===== src/hdl/counting_semaphore_table_macros.svh =====
// Assertion macros for the semaphore table.
`ifndef COUNTING_SEMAPHORE_TABLE_MACROS_SVH
`define COUNTING_SEMAPHORE_TABLE_MACROS_SVH
`ifndef SYNTH
// same-cycle implication
`define CST_ASSERT_IMPLY(lbl, clk, rst, a, b) \
   lbl: assert property (@(posedge clk) disable iff (rst) (a) |-> (b)) \
      else $error("semaphore table: implication check failed");
// next-cycle implication
`define CST_ASSERT_NEXT(lbl, clk, rst, a, b) \
   lbl: assert property (@(posedge clk) disable iff (rst) (a) |=> (b)) \
      else $error("semaphore table: next-cycle check failed");
`else
`define CST_ASSERT_IMPLY(lbl, clk, rst, a, b)
`define CST_ASSERT_NEXT(lbl, clk, rst, a, b)
`endif
`endif


===== src/hdl/cst_pkg.sv =====
// Shared constants, types and address helpers of the semaphore table.
package cst_pkg;
   localparam int NUM_SLOTS  = 16;
   localparam int NUM_PROCS  = 16;
   localparam int COUNT_BITS = 16;

   localparam int SLOT_W = (NUM_SLOTS > 1) ? $clog2(NUM_SLOTS) : 1;
   localparam int PROC_W = (NUM_PROCS > 1) ? $clog2(NUM_PROCS) : 1;
   localparam int LEN_W  = $clog2(NUM_PROCS + 1);
   localparam int ADDR_W = $clog2(NUM_SLOTS * NUM_PROCS);

   localparam logic [COUNT_BITS-1:0] COUNT_MAX = '1;

   localparam logic [2:0] FUNC_OPEN  = 3'd0;
   localparam logic [2:0] FUNC_CLOSE = 3'd1;
   localparam logic [2:0] FUNC_WAIT  = 3'd2;
   localparam logic [2:0] FUNC_POST  = 3'd3;
   localparam logic [2:0] FUNC_RESET = 3'd4;
   localparam logic [2:0] FUNC_PURGE = 3'd5;

   localparam logic [1:0] ACT_NONE  = 2'd0;
   localparam logic [1:0] ACT_BLOCK = 2'd1;
   localparam logic [1:0] ACT_WAKE  = 2'd2;

   typedef logic [ADDR_W-1:0] addr_type;
   typedef logic [PROC_W-1:0] qpid_type;

   // queue entry address: slot base plus (head + off) modulo NUM_PROCS
   function automatic addr_type fifo_addr(input logic [SLOT_W-1:0] slot,
                                          input logic [PROC_W-1:0] head,
                                          input logic [LEN_W-1:0]  off);
      logic [LEN_W:0] sum;
      sum = (LEN_W+1)'(head) + (LEN_W+1)'(off);
      if (sum >= (LEN_W+1)'(NUM_PROCS)) begin
         sum = sum - (LEN_W+1)'(NUM_PROCS);
      end
      return ADDR_W'(int'(slot) * NUM_PROCS + int'(sum));
   endfunction

   function automatic logic [PROC_W-1:0] head_inc(input logic [PROC_W-1:0] head);
      logic [PROC_W:0] sum;
      sum = (PROC_W+1)'(head) + (PROC_W+1)'(1);
      if (sum >= (PROC_W+1)'(NUM_PROCS)) begin
         sum = '0;
      end
      return sum[PROC_W-1:0];
   endfunction
endpackage


===== src/hdl/cst_if.sv =====
// Request and response channel interfaces of the semaphore table.
interface cst_req_if import cst_pkg::*; ();
   logic        valid;
   logic        ready;
   logic [2:0]  func;
   logic [31:0] sem_key;
   logic [3:0]  pid;
   logic [15:0] count_value;
   logic        caller_blocked;

   modport source (output valid, func, sem_key, pid, count_value, caller_blocked,
                   input ready);
   modport sink   (input valid, func, sem_key, pid, count_value, caller_blocked,
                   output ready);
endinterface

interface cst_rsp_if import cst_pkg::*; ();
   logic       valid;
   logic       ready;
   logic       status;
   logic [1:0] action;
   logic [3:0] target_pid;
   logic       last;

   modport source (output valid, status, action, target_pid, last, input ready);
   modport sink   (input valid, status, action, target_pid, last, output ready);
endinterface


===== src/hdl/counting_semaphore_table.sv =====
// Top level of the counting semaphore table with per-slot FIFO wait queues.
//
//  channel | dir | handshake     | word
//  req_if  | in  | valid/ready   | func, sem_key, pid, count_value, caller_blocked
//  rsp_if  | out | valid/ready   | status, action, target_pid, last
//
// One request at a time under a sequencer. The slot table is scanned one slot
// a cycle, then the op runs: post may emit a wake word, reset emits one wake
// word per woken waiter; purge visits every slot and walks a queue entry by
// entry through the single-port read of the wait RAM. Reset is synchronous
// and clears slot valid bits, queue heads and lengths at once. A stalled
// response word only holds the sequencer where a new word must be loaded.
`include "counting_semaphore_table_macros.svh"
module counting_semaphore_table import cst_pkg::*; (
   input logic   clock,
   input logic   reset,
   cst_req_if.sink   req_if,
   cst_rsp_if.source rsp_if
);
   typedef enum logic [3:0] {
      ST_IDLE, ST_DISPATCH, ST_SCAN, ST_EXEC, ST_POP, ST_RST_CHK,
      ST_PURGE_CHK, ST_RM_RD, ST_RM_CMP, ST_SH_RD, ST_SH_WR, ST_PURGE_CLOSE,
      ST_FINAL
   } state_type;

   state_type state_ff;

   // slot table, flip-flops, all reads at idx_ff
   logic                  slot_valid_ff [NUM_SLOTS];
   logic [31:0]           slot_key_ff   [NUM_SLOTS];
   logic [COUNT_BITS-1:0] slot_count_ff [NUM_SLOTS];
   logic [LEN_W-1:0]      slot_refs_ff  [NUM_SLOTS];
   logic [NUM_PROCS-1:0]  owner_ff      [NUM_SLOTS];
   logic [PROC_W-1:0]     head_ff       [NUM_SLOTS];
   logic [LEN_W-1:0]      len_ff        [NUM_SLOTS];

   // latched request
   logic [2:0]            func_ff;
   logic [31:0]           key_ff;
   logic [3:0]            pid_ff;
   logic [COUNT_BITS-1:0] val_ff;
   logic                  blocked_ff;

   // sequencer
   logic [SLOT_W-1:0] idx_ff;
   logic [SLOT_W-1:0] free_ff;
   logic              free_hit_ff;
   logic [LEN_W-1:0]  i_ff;

   // pending final word
   logic       fin_status_ff;
   logic [1:0] fin_action_ff;
   logic [3:0] fin_target_ff;

   // response register
   logic       rsp_valid_ff;
   logic       rsp_status_ff;
   logic [1:0] rsp_action_ff;
   logic [3:0] rsp_target_ff;
   logic       rsp_last_ff;

   // current slot
   logic                  cur_valid;
   logic                  cur_hit;
   logic                  cur_owned;
   logic [COUNT_BITS-1:0] cur_count;
   logic [LEN_W-1:0]      cur_len;
   logic [PROC_W-1:0]     cur_head;
   logic [NUM_PROCS-1:0]  pid_mask;
   logic                  pid_ok;
   logic                  out_free;
   logic                  rsp_load;
   logic                  last_slot;
   logic [COUNT_BITS-1:0] val_sat;
   logic                  i1_lt_len;
   logic                  i2_lt_len;

   // wait RAM hookup
   logic             wr_en;
   logic [LEN_W-1:0] rd_off;
   logic [LEN_W-1:0] wr_off;
   addr_type         rd_addr;
   addr_type         wr_addr;
   qpid_type         wr_data;
   qpid_type         rd_data;
   logic             do_close;

   assign cur_valid = slot_valid_ff[idx_ff];
   assign cur_count = slot_count_ff[idx_ff];
   assign cur_len   = len_ff[idx_ff];
   assign cur_head  = head_ff[idx_ff];
   assign pid_mask  = NUM_PROCS'(1) << pid_ff;
   assign cur_owned = |(owner_ff[idx_ff] & pid_mask);
   assign cur_hit   = cur_valid && (slot_key_ff[idx_ff] == key_ff);
   assign pid_ok    = int'(pid_ff) < NUM_PROCS;
   assign out_free  = !rsp_valid_ff || rsp_if.ready;
   // a wake or final word goes into the response register this cycle
   assign rsp_load  = out_free && (state_ff == ST_POP || state_ff == ST_FINAL);
   assign last_slot = idx_ff == SLOT_W'(NUM_SLOTS - 1);
   assign i1_lt_len = (LEN_W+2)'(i_ff) + (LEN_W+2)'(1) < (LEN_W+2)'(cur_len);
   assign i2_lt_len = (LEN_W+2)'(i_ff) + (LEN_W+2)'(2) < (LEN_W+2)'(cur_len);

   assign val_sat = (32'(req_if.count_value) > 32'(COUNT_MAX)) ? COUNT_MAX
                                                               : COUNT_BITS'(req_if.count_value);

   assign req_if.ready = state_ff == ST_IDLE;

   // shift step reads one entry ahead of where it writes
   assign rd_off  = (state_ff == ST_SH_RD) ? LEN_W'(i_ff + LEN_W'(1)) : i_ff;
   assign wr_off  = (state_ff == ST_SH_WR) ? i_ff : cur_len;
   assign rd_addr = fifo_addr(idx_ff, cur_head, rd_off);
   assign wr_addr = fifo_addr(idx_ff, cur_head, wr_off);
   assign wr_data = (state_ff == ST_SH_WR) ? rd_data : PROC_W'(pid_ff);
   assign wr_en   = (state_ff == ST_SH_WR) ||
                    (state_ff == ST_EXEC && func_ff == FUNC_WAIT &&
                     cur_count == '0 && cur_len < LEN_W'(NUM_PROCS));
   assign do_close = (state_ff == ST_PURGE_CLOSE) ||
                     (state_ff == ST_EXEC && func_ff == FUNC_CLOSE);

   cst_wait_ram u_wait_ram (
      .clock  (clock),
      .wr_en  (wr_en),
      .wr_addr(wr_addr),
      .wr_data(wr_data),
      .rd_addr(rd_addr),
      .rd_data(rd_data)
   );

   always_ff @(posedge clock) begin
      if (reset) begin
         state_ff     <= ST_IDLE;
         rsp_valid_ff <= 1'b0;
         for (int s = 0; s < NUM_SLOTS; s++) begin
            slot_valid_ff[s] <= 1'b0;
            head_ff[s]       <= '0;
            len_ff[s]        <= '0;
         end
      end else begin
         if (rsp_load) begin
            rsp_valid_ff <= 1'b1;
         end else if (rsp_if.ready) begin
            rsp_valid_ff <= 1'b0;
         end
         case (state_ff)
            ST_IDLE: begin
               if (req_if.valid) begin
                  func_ff     <= req_if.func;
                  key_ff      <= req_if.sem_key;
                  pid_ff      <= req_if.pid;
                  val_ff      <= val_sat;
                  blocked_ff  <= req_if.caller_blocked;
                  idx_ff      <= '0;
                  free_hit_ff <= 1'b0;
                  i_ff        <= '0;
                  state_ff    <= ST_DISPATCH;
               end
            end
            ST_DISPATCH: begin
               fin_status_ff <= 1'b0;
               fin_action_ff <= ACT_NONE;
               fin_target_ff <= '0;
               if (func_ff > FUNC_PURGE ||
                   (!pid_ok && (func_ff == FUNC_OPEN || func_ff == FUNC_CLOSE ||
                                func_ff == FUNC_WAIT || func_ff == FUNC_PURGE))) begin
                  fin_status_ff <= 1'b1;
                  state_ff      <= ST_FINAL;
               end else if (func_ff == FUNC_PURGE) begin
                  state_ff <= ST_PURGE_CHK;
               end else begin
                  state_ff <= ST_SCAN;
               end
            end
            ST_SCAN: begin
               if (cur_hit) begin
                  state_ff <= ST_EXEC;
               end else begin
                  if (!cur_valid && !free_hit_ff) begin
                     free_ff     <= idx_ff;
                     free_hit_ff <= 1'b1;
                  end
                  if (last_slot) begin
                     state_ff <= ST_FINAL;
                     if (func_ff == FUNC_OPEN && (free_hit_ff || !cur_valid)) begin
                        // new semaphore in the lowest free slot
                        slot_valid_ff[free_hit_ff ? free_ff : idx_ff] <= 1'b1;
                        slot_key_ff[free_hit_ff ? free_ff : idx_ff]   <= key_ff;
                        slot_count_ff[free_hit_ff ? free_ff : idx_ff] <= val_ff;
                        slot_refs_ff[free_hit_ff ? free_ff : idx_ff]  <= LEN_W'(1);
                        owner_ff[free_hit_ff ? free_ff : idx_ff]      <= pid_mask;
                        head_ff[free_hit_ff ? free_ff : idx_ff]       <= '0;
                        len_ff[free_hit_ff ? free_ff : idx_ff]        <= '0;
                     end else begin
                        fin_status_ff <= 1'b1;
                     end
                  end else begin
                     idx_ff <= idx_ff + SLOT_W'(1);
                  end
               end
            end
            ST_EXEC: begin
               state_ff <= ST_FINAL;
               case (func_ff)
                  FUNC_OPEN: begin
                     if (cur_owned) begin
                        fin_status_ff <= 1'b1;
                     end else begin
                        owner_ff[idx_ff]     <= owner_ff[idx_ff] | pid_mask;
                        slot_refs_ff[idx_ff] <= slot_refs_ff[idx_ff] + LEN_W'(1);
                     end
                  end
                  FUNC_WAIT: begin
                     if (cur_count != '0) begin
                        slot_count_ff[idx_ff] <= cur_count - COUNT_BITS'(1);
                     end else if (cur_len >= LEN_W'(NUM_PROCS)) begin
                        fin_status_ff <= 1'b1;
                     end else begin
                        len_ff[idx_ff] <= cur_len + LEN_W'(1);
                        fin_action_ff  <= ACT_BLOCK;
                        fin_target_ff  <= pid_ff;
                     end
                  end
                  FUNC_POST: begin
                     if (cur_len != '0) begin
                        state_ff <= ST_POP;
                     end else if (cur_count != COUNT_MAX) begin
                        slot_count_ff[idx_ff] <= cur_count + COUNT_BITS'(1);
                     end
                  end
                  FUNC_RESET: begin
                     state_ff <= ST_RST_CHK;
                  end
                  default: begin
                     // close handled by do_close
                  end
               endcase
            end
            ST_RST_CHK: begin
               if (cur_len != '0 && val_ff != '0) begin
                  state_ff <= ST_POP;
               end else begin
                  slot_count_ff[idx_ff] <= val_ff;
                  state_ff              <= ST_FINAL;
               end
            end
            ST_POP: begin
               // head entry was read on the way in; emit it as a wake word
               if (out_free) begin
                  rsp_status_ff  <= 1'b0;
                  rsp_action_ff  <= ACT_WAKE;
                  rsp_target_ff  <= 4'(rd_data);
                  rsp_last_ff    <= 1'b0;
                  head_ff[idx_ff] <= head_inc(cur_head);
                  len_ff[idx_ff]  <= cur_len - LEN_W'(1);
                  if (func_ff == FUNC_RESET) begin
                     val_ff   <= val_ff - COUNT_BITS'(1);
                     state_ff <= ST_RST_CHK;
                  end else begin
                     state_ff <= ST_FINAL;
                  end
               end
            end
            ST_PURGE_CHK: begin
               i_ff <= '0;
               if (cur_valid && cur_owned) begin
                  state_ff <= (blocked_ff && cur_len != '0) ? ST_RM_RD : ST_PURGE_CLOSE;
               end else if (last_slot) begin
                  state_ff <= ST_FINAL;
               end else begin
                  idx_ff <= idx_ff + SLOT_W'(1);
               end
            end
            ST_RM_RD: begin
               state_ff <= ST_RM_CMP;
            end
            ST_RM_CMP: begin
               if (int'(rd_data) == int'(pid_ff)) begin
                  if (i1_lt_len) begin
                     state_ff <= ST_SH_RD;
                  end else begin
                     len_ff[idx_ff] <= cur_len - LEN_W'(1);
                     state_ff       <= ST_PURGE_CLOSE;
                  end
               end else if (i1_lt_len) begin
                  i_ff     <= i_ff + LEN_W'(1);
                  state_ff <= ST_RM_RD;
               end else begin
                  state_ff <= ST_PURGE_CLOSE;
               end
            end
            ST_SH_RD: begin
               state_ff <= ST_SH_WR;
            end
            ST_SH_WR: begin
               i_ff <= i_ff + LEN_W'(1);
               if (i2_lt_len) begin
                  state_ff <= ST_SH_RD;
               end else begin
                  len_ff[idx_ff] <= cur_len - LEN_W'(1);
                  state_ff       <= ST_PURGE_CLOSE;
               end
            end
            ST_PURGE_CLOSE: begin
               if (last_slot) begin
                  state_ff <= ST_FINAL;
               end else begin
                  idx_ff   <= idx_ff + SLOT_W'(1);
                  state_ff <= ST_PURGE_CHK;
               end
            end
            ST_FINAL: begin
               if (out_free) begin
                  rsp_status_ff <= fin_status_ff;
                  rsp_action_ff <= fin_action_ff;
                  rsp_target_ff <= fin_target_ff;
                  rsp_last_ff   <= 1'b1;
                  state_ff      <= ST_IDLE;
               end
            end
            default: begin
               state_ff <= ST_IDLE;
            end
         endcase
         // leave the slot: last reference frees it and drops its waiters
         if (do_close) begin
            if (slot_refs_ff[idx_ff] > LEN_W'(1)) begin
               slot_refs_ff[idx_ff] <= slot_refs_ff[idx_ff] - LEN_W'(1);
               owner_ff[idx_ff]     <= owner_ff[idx_ff] & ~pid_mask;
            end else begin
               slot_valid_ff[idx_ff] <= 1'b0;
               len_ff[idx_ff]        <= '0;
               head_ff[idx_ff]       <= '0;
            end
         end
      end
   end

   assign rsp_if.valid      = rsp_valid_ff;
   assign rsp_if.status     = rsp_status_ff;
   assign rsp_if.action     = rsp_action_ff;
   assign rsp_if.target_pid = rsp_target_ff;
   assign rsp_if.last       = rsp_last_ff;

   // busy straight after taking a request
   `CST_ASSERT_NEXT(a_busy_after_accept, clock, reset, req_if.valid && req_if.ready, !req_if.ready)
   // only wake words come before the final word
   `CST_ASSERT_IMPLY(a_wake_not_last, clock, reset, rsp_if.valid && !rsp_if.last, rsp_if.action == ACT_WAKE && !rsp_if.status)
   // a block request is always a final, successful word
   `CST_ASSERT_IMPLY(a_block_final, clock, reset, rsp_if.valid && rsp_if.action == ACT_BLOCK, rsp_if.last && !rsp_if.status)
endmodule


===== src/hdl/cst_wait_ram.sv =====
// Wait-queue storage: one write port, one registered read port.
module cst_wait_ram import cst_pkg::*; (
   input  logic     clock,
   input  logic     wr_en,
   input  addr_type wr_addr,
   input  qpid_type wr_data,
   input  addr_type rd_addr,
   output qpid_type rd_data
);
   qpid_type mem [NUM_SLOTS*NUM_PROCS];
   qpid_type rd_data_ff;

   always_ff @(posedge clock) begin
      if (wr_en) begin
         mem[wr_addr] <= wr_data;
      end
      rd_data_ff <= mem[rd_addr];
   end

   assign rd_data = rd_data_ff;
endmodule


===== src/flat_wrapper.sv =====
// flat-port wrapper written by rule: the top's interface ports become plain ports
module counting_semaphore_table_flat import cst_pkg::*;
  (clock, reset, req_if_valid, req_if_func, req_if_sem_key, req_if_pid, req_if_count_value, req_if_caller_blocked, req_if_ready, rsp_if_valid, rsp_if_status, rsp_if_action, rsp_if_target_pid, rsp_if_last, rsp_if_ready);
  cst_req_if req_if_i ();
  cst_rsp_if rsp_if_i ();
  input logic clock;
  input logic reset;
  input wire logic [$bits(req_if_i.valid)-1:0] req_if_valid;
  input wire logic [$bits(req_if_i.func)-1:0] req_if_func;
  input wire logic [$bits(req_if_i.sem_key)-1:0] req_if_sem_key;
  input wire logic [$bits(req_if_i.pid)-1:0] req_if_pid;
  input wire logic [$bits(req_if_i.count_value)-1:0] req_if_count_value;
  input wire logic [$bits(req_if_i.caller_blocked)-1:0] req_if_caller_blocked;
  output wire logic [$bits(req_if_i.ready)-1:0] req_if_ready;
  output wire logic [$bits(rsp_if_i.valid)-1:0] rsp_if_valid;
  output wire logic [$bits(rsp_if_i.status)-1:0] rsp_if_status;
  output wire logic [$bits(rsp_if_i.action)-1:0] rsp_if_action;
  output wire logic [$bits(rsp_if_i.target_pid)-1:0] rsp_if_target_pid;
  output wire logic [$bits(rsp_if_i.last)-1:0] rsp_if_last;
  input wire logic [$bits(rsp_if_i.ready)-1:0] rsp_if_ready;
  assign req_if_i.valid = req_if_valid;
  assign req_if_i.func = req_if_func;
  assign req_if_i.sem_key = req_if_sem_key;
  assign req_if_i.pid = req_if_pid;
  assign req_if_i.count_value = req_if_count_value;
  assign req_if_i.caller_blocked = req_if_caller_blocked;
  assign req_if_ready = req_if_i.ready;
  assign rsp_if_valid = rsp_if_i.valid;
  assign rsp_if_status = rsp_if_i.status;
  assign rsp_if_action = rsp_if_i.action;
  assign rsp_if_target_pid = rsp_if_i.target_pid;
  assign rsp_if_last = rsp_if_i.last;
  assign rsp_if_i.ready = rsp_if_ready;
  counting_semaphore_table u_core (.clock(clock), .reset(reset), .req_if(req_if_i), .rsp_if(rsp_if_i));
endmodule

===== config.mk =====
export PLATFORM = sky130hd
export DESIGN_NAME = counting_semaphore_table_flat
export DESIGN_NICKNAME = d
export VERILOG_FILES = /design/src/hdl/cst_pkg.sv /design/src/hdl/cst_if.sv /design/src/hdl/counting_semaphore_table.sv /design/src/hdl/cst_wait_ram.sv /design/src/flat_wrapper.sv
export VERILOG_INCLUDE_DIRS = /design/src /design/src/hdl
export SDC_FILE = /design/constraint.sdc
export NUM_CORES = 2
export LEC_CHECK = 0
export ABC_CLOCK_PERIOD_IN_PS = 6500
export BUFFER_PORTS_ARGS = -buffer_cell sky130_fd_sc_hd__buf_4
export CAP_MARGIN = 20
export CORE_ASPECT_RATIO = 0.7
export CORE_MARGIN = 10
export CORE_UTILIZATION = 55
export DETAILED_ROUTE_END_ITERATION = 12
export GPL_TIMING_DRIVEN = 1
export PLACE_DENSITY = 0.71
export SETUP_SLACK_MARGIN = 0.15
export SYNTH_ARGS = -nofsm -noshare
export SYNTH_HDL_FRONTEND = slang
export SYNTH_HIERARCHICAL = 1
export SYNTH_SLANG_ARGS = --single-unit

===== constraint.sdc =====
create_clock -name clock -period 6.5 [get_ports clock]
set_clock_uncertainty 0.15 [all_clocks]
set_input_delay 0.325 -clock clock [delete_from_list [all_inputs] [get_ports clock]]
set_output_delay 0.325 -clock clock [all_outputs]
set_load 0.01 [all_outputs]

==> summary.md <==
| Metric | Value |
|---|---|
| CP max stage delay | roughly 0.6 ns |
| Cell taking the most area after synthesis | edfxtp_1 |
| Synth Area in XOR/XNOR | 0.00731 |
| CP Max Fanout | 18 |
| Crit-path slowest cell | mux4_2 |
| Final Max Slew Viols | 0 |
| Clock-pin slew on the worst setup and hold paths | 0.07 ns |
| Hold worst-path end | u_core/key_ff[8] |
| Synth Instances | 5534 |
| Total wire length | 259000 µm |
| # Max-Cap Violations | 0 |
| Die W | ~530 µm |
| Netlist Area Pre-Place | roughly 99000 µm² |
| Number of synthesized flops with an enable pin | 2372 |
| Worst hold path startpoint | req_if_sem_key[8] |
| Power per cell area | 483 nW/µm² |
| Fin Setup TNS | 0 ns |
| Register bit total from synthesis | around 2400 |
| Mux share of post-synthesis cell area | 0.144 |
| Area contributors post-synth | edfxtp_1 (72%), mux4_2 (12%), mux2i_1 (2.1%), nor2_1 (1.6%), nand2_1 (0.88%) |
| Overall Global Routing Usage | 0.257 |
| Fmax | 0.165 GHz |
| Status | finished, final reports clean |
| Final #Nets | 6064 |
| Hold depth | 2 |
| Largest family of logic cells by synthesized area | multiplexers |
| Die area | 198000 µm² |
| Number of library cell types mapped by synthesis | between 90 and 100 |
| Static leakage | 36.3 nW |
| Routed vias/inst | 6.65 |
| Least-Margin Pin Slew | 1.25 ns |
| DRT Pass-1 Iters | 6 |
| WS Path Type | reg -> reg |
| Worst R2R Setup Slack | between 0.4 and 0.5 ns |
| Port bufs | 69 |
| TritonCTS buffer count | 209 |
| Clock latency on the worst-skew pair | 0.87 ns |
| Initial Utilization | 0.554 |
| CTS max path bufs | 3 |
| Avg Cell Area, Syn | 18.0 µm² |
| Maximum resistive drop on vdd | 0.000736 V |
| IO Count | 70 |
| Worst-path cell chain | mux4_2 -> mux4_2 -> ha_4 -> fa_4 -> a21o_1 -> a21oi_1 -> nand2_1 -> nor3_2 -> inv_1 -> fa_1 -> inv_1 -> buf_4 -> nor2b_1 -> nand2b_1 -> nor3_1 -> nor4_1 -> buf_4 -> o211ai_1 |
| Synth warn | 6 |
| Placer Congestion | 0.930 |
| Htree depth | 4 |
| Post-synth ARST share | 0 |
| Post-CTS Setup Inserts | 0 |
| CP Data Arrival Time | around 6.7 ns |
| Post-synthesis sequential area ratio | 0.719 |
| Core ar. | 180000 µm² |
| RSZ-0062 raised after global routing | no |
| FF-to-FF End | u_core/u_wait_ram/rd_data[1] |
| Minimum clock period | 6.07 ns |
| Final period util | 0.935 |
| # setup viols final | 0 |
| Startpoint class of the critical path | flip-flop |
| Final hold violations | 0 |
| First-pass GRT wire length | ~380000 µm |
| Grt ovf | 0 |
| Compound-gate portion of the synthesized area | 0.0477 |
| Synth Area in Adders | 0.00692 |
| Largest net degree at the start of global routing | 257 |
| Row count | 130 |
| DRT iter0 DRCs | 8440 |
| Synth Area in Simple Gates | 0.0551 |
| Pwr Total | 54.6 mW |
| Critical Path End Type | flip-flop |
| Reg2reg path depth | 18 |
| Share of cells above drive strength 1 | 0.243 |
| DRC | 0 |
| Num Clock Sinks | 2385 |
| Via count | 56600 |
| Primary FF master, synth | edfxtp_1 |
| Share of the synthesized area in the top cell type | 0.716 |
| Clock Tree Root | clkbuf_16 |
| Area grow syn2layout | 13.8% |
| Die height | 376 µm |
| CP required | 7.11 ns |
| Syn_nets | 5646 |
| Hpwl dp | around 160000 µm |
| CTS tree | done |
| Number of global-route vias before repair | roughly 55000 |
| Hold Path Class | in -> reg |
| Routed wire per std cell | roughly 30 µm |
| Antenna violations before repair | 3 |
| Normalized max-slew margin | 0.168 |
| Remaining antenna violation count after routing | 0 |
==> critical path, delay by kind of cell (launching register included) <==
family	cells	cell delay, ns
flops	1	0.56
simple gates	6	1.66
fa+ha+maj	3	1.25
mux	2	1.18
buf+inv	4	0.58
compound gates	3	0.58
==> registers in the layout, indices dropped and copies added, names as in the netlist, 32 cells and up, named ones only <==
name                   flops
u_core/owner_ff          256
u_core/len_ff             80
u_core/head_ff            64
u_core/slot_count_ff     256
u_core/slot_key_ff       512
u_core/key_ff             32
u_core/u_wait_ram/mem   1024
u_core/slot_refs_ff       80
==> final cells by class <==
type                            instances  area (µm²)
Antenna cell                            2        5.00
Clock buffer                          245        5390
Clock inverter                        146        1670
Fill cell                           12300       66400
Inverter                               82         309
Multi-Input combinational cell       2751       26400
Sequential cell                      2385       71500
Tap cell                             2376        2970
Timing Repair Buffer                  523        4870
==> cells in the final DEF (no fill, tap or decap), types with 32 or more instances in the layout <==
| cell | count |
|---|---|
| mux2_2 | 39 |
| edfxtp_1 | 2372 |
| nor3_1 | 120 |
| clkbuf_16 | 210 |
| ha_1 | 46 |
| buf_4 | 393 |
| mux2i_1 | 212 |
| nand4_1 | 33 |
| clkinv_1 | 46 |
| nand2_1 | 224 |
| a21oi_1 | 116 |
| nand2b_1 | 32 |
| dlygate4sd3_1 | 67 |
| nand3_1 | 106 |
| a22oi_1 | 104 |
| nor2b_1 | 59 |
| xnor2_1 | 47 |
| clkinv_2 | 42 |
| clkbuf_1 | 35 |
| o22ai_1 | 40 |
| o21ai_0 | 95 |
| inv_1 | 62 |
| xor2_1 | 32 |
| mux4_2 | 519 |
| a31oi_1 | 33 |
| nor2_1 | 414 |
| buf_12 | 56 |
==> worst max-delay path by stage <==
| stage | startpoint | end | slack (ns) | depth (start not counted) |
|---|---|---|---|---|
| finish | flip-flop | u_core/u_wait_ram/rd_data[1] | 0.43 | 18 |
| global route | flip-flop | u_core/owner_ff[4][5] | 0.16 | 13 |
| CTS | flip-flop | u_core/u_wait_ram/mem[68][3] | 0.18 | 18 |
| detailed placement | flip-flop | u_core/u_wait_ram/mem[117][3] | 0.03 | 18 |
| global placement | flip-flop | u_core/u_wait_ram/mem[127][3] | 0.07 | 18 |
| floorplan | flip-flop | u_core/slot_count_ff[0][12] | 0.61 | 20 |
==> what timing repair did <==
action / CTS / global route
pin swaps: 0 / 3
hold endpoints to repair: 62 / 0
endpoints found under the setup margin: 68 / 871
gates resized for setup: 2 / 25
hold buffers: 67 / 0
cloned: 0 / 3
==> synth_stat cells (all sizes together), types with 16 or more instances <==
cell / instances
and3: 16
nor2: 430
o22ai: 40
or3: 18
a21oi: 149
inv: 81
nand2b: 32
mux2i: 212
mux2: 43
nand4: 34
ha: 47
o21ai: 115
nor4: 25
o211ai: 31
nand3: 112
a211oi: 30
clkbuf: 136
a31oi: 41
nor2b: 62
xor2: 33
buf: 183
a22oi: 118
edfxtp: 2372
a221oi: 25
mux4: 519
and2: 27
nand2: 232
nor3: 123
xnor2: 50
==> metrics by stage <==
step	worst slack [ns]	std cells	hold WS, ns	instance area [µm²]	util
after floorplan	0.608	5534	0.274	99400	-
after detailed placement	0.0267	8033	0.355	105000	0.585
after global routing	0.162	8509	0.0391	113000	0.630
after CTS	0.178	8491	0.00145	113000	0.628
after global placement	0.0733	8032	0.354	105000	0.585
final	0.425	8510	0.0486	113000	0.630
==> metal layers <==
metal	routed length [µm]	track usage	vias up
li1	-	-	23300
met3	36400	0.0735	403
met5	0	0	-
met4	5560	0.0585	0
met2	109000	0.351	3746
met1	108000	0.408	29200
==> cell families after synthesis <==
kind of cell	count (synthesis)
buf+inv	401
mux	774
fa+ha+maj	52
compound gates	679
xor+xnor	83
flops	2385
simple gates	1160
==> report_power, final <==
group / leakage (nW) / total [mW] / internal (mW) / switching (mW)
registers: 21.8 / 18.1 / 17.7 / 0.448
logic: 11.1 / 23.8 / 9.72 / 14.1
clock network: 3.39 / 12.7 / 7.03 / 5.67
Note: power is estimated with default switching activity, not from simulation.
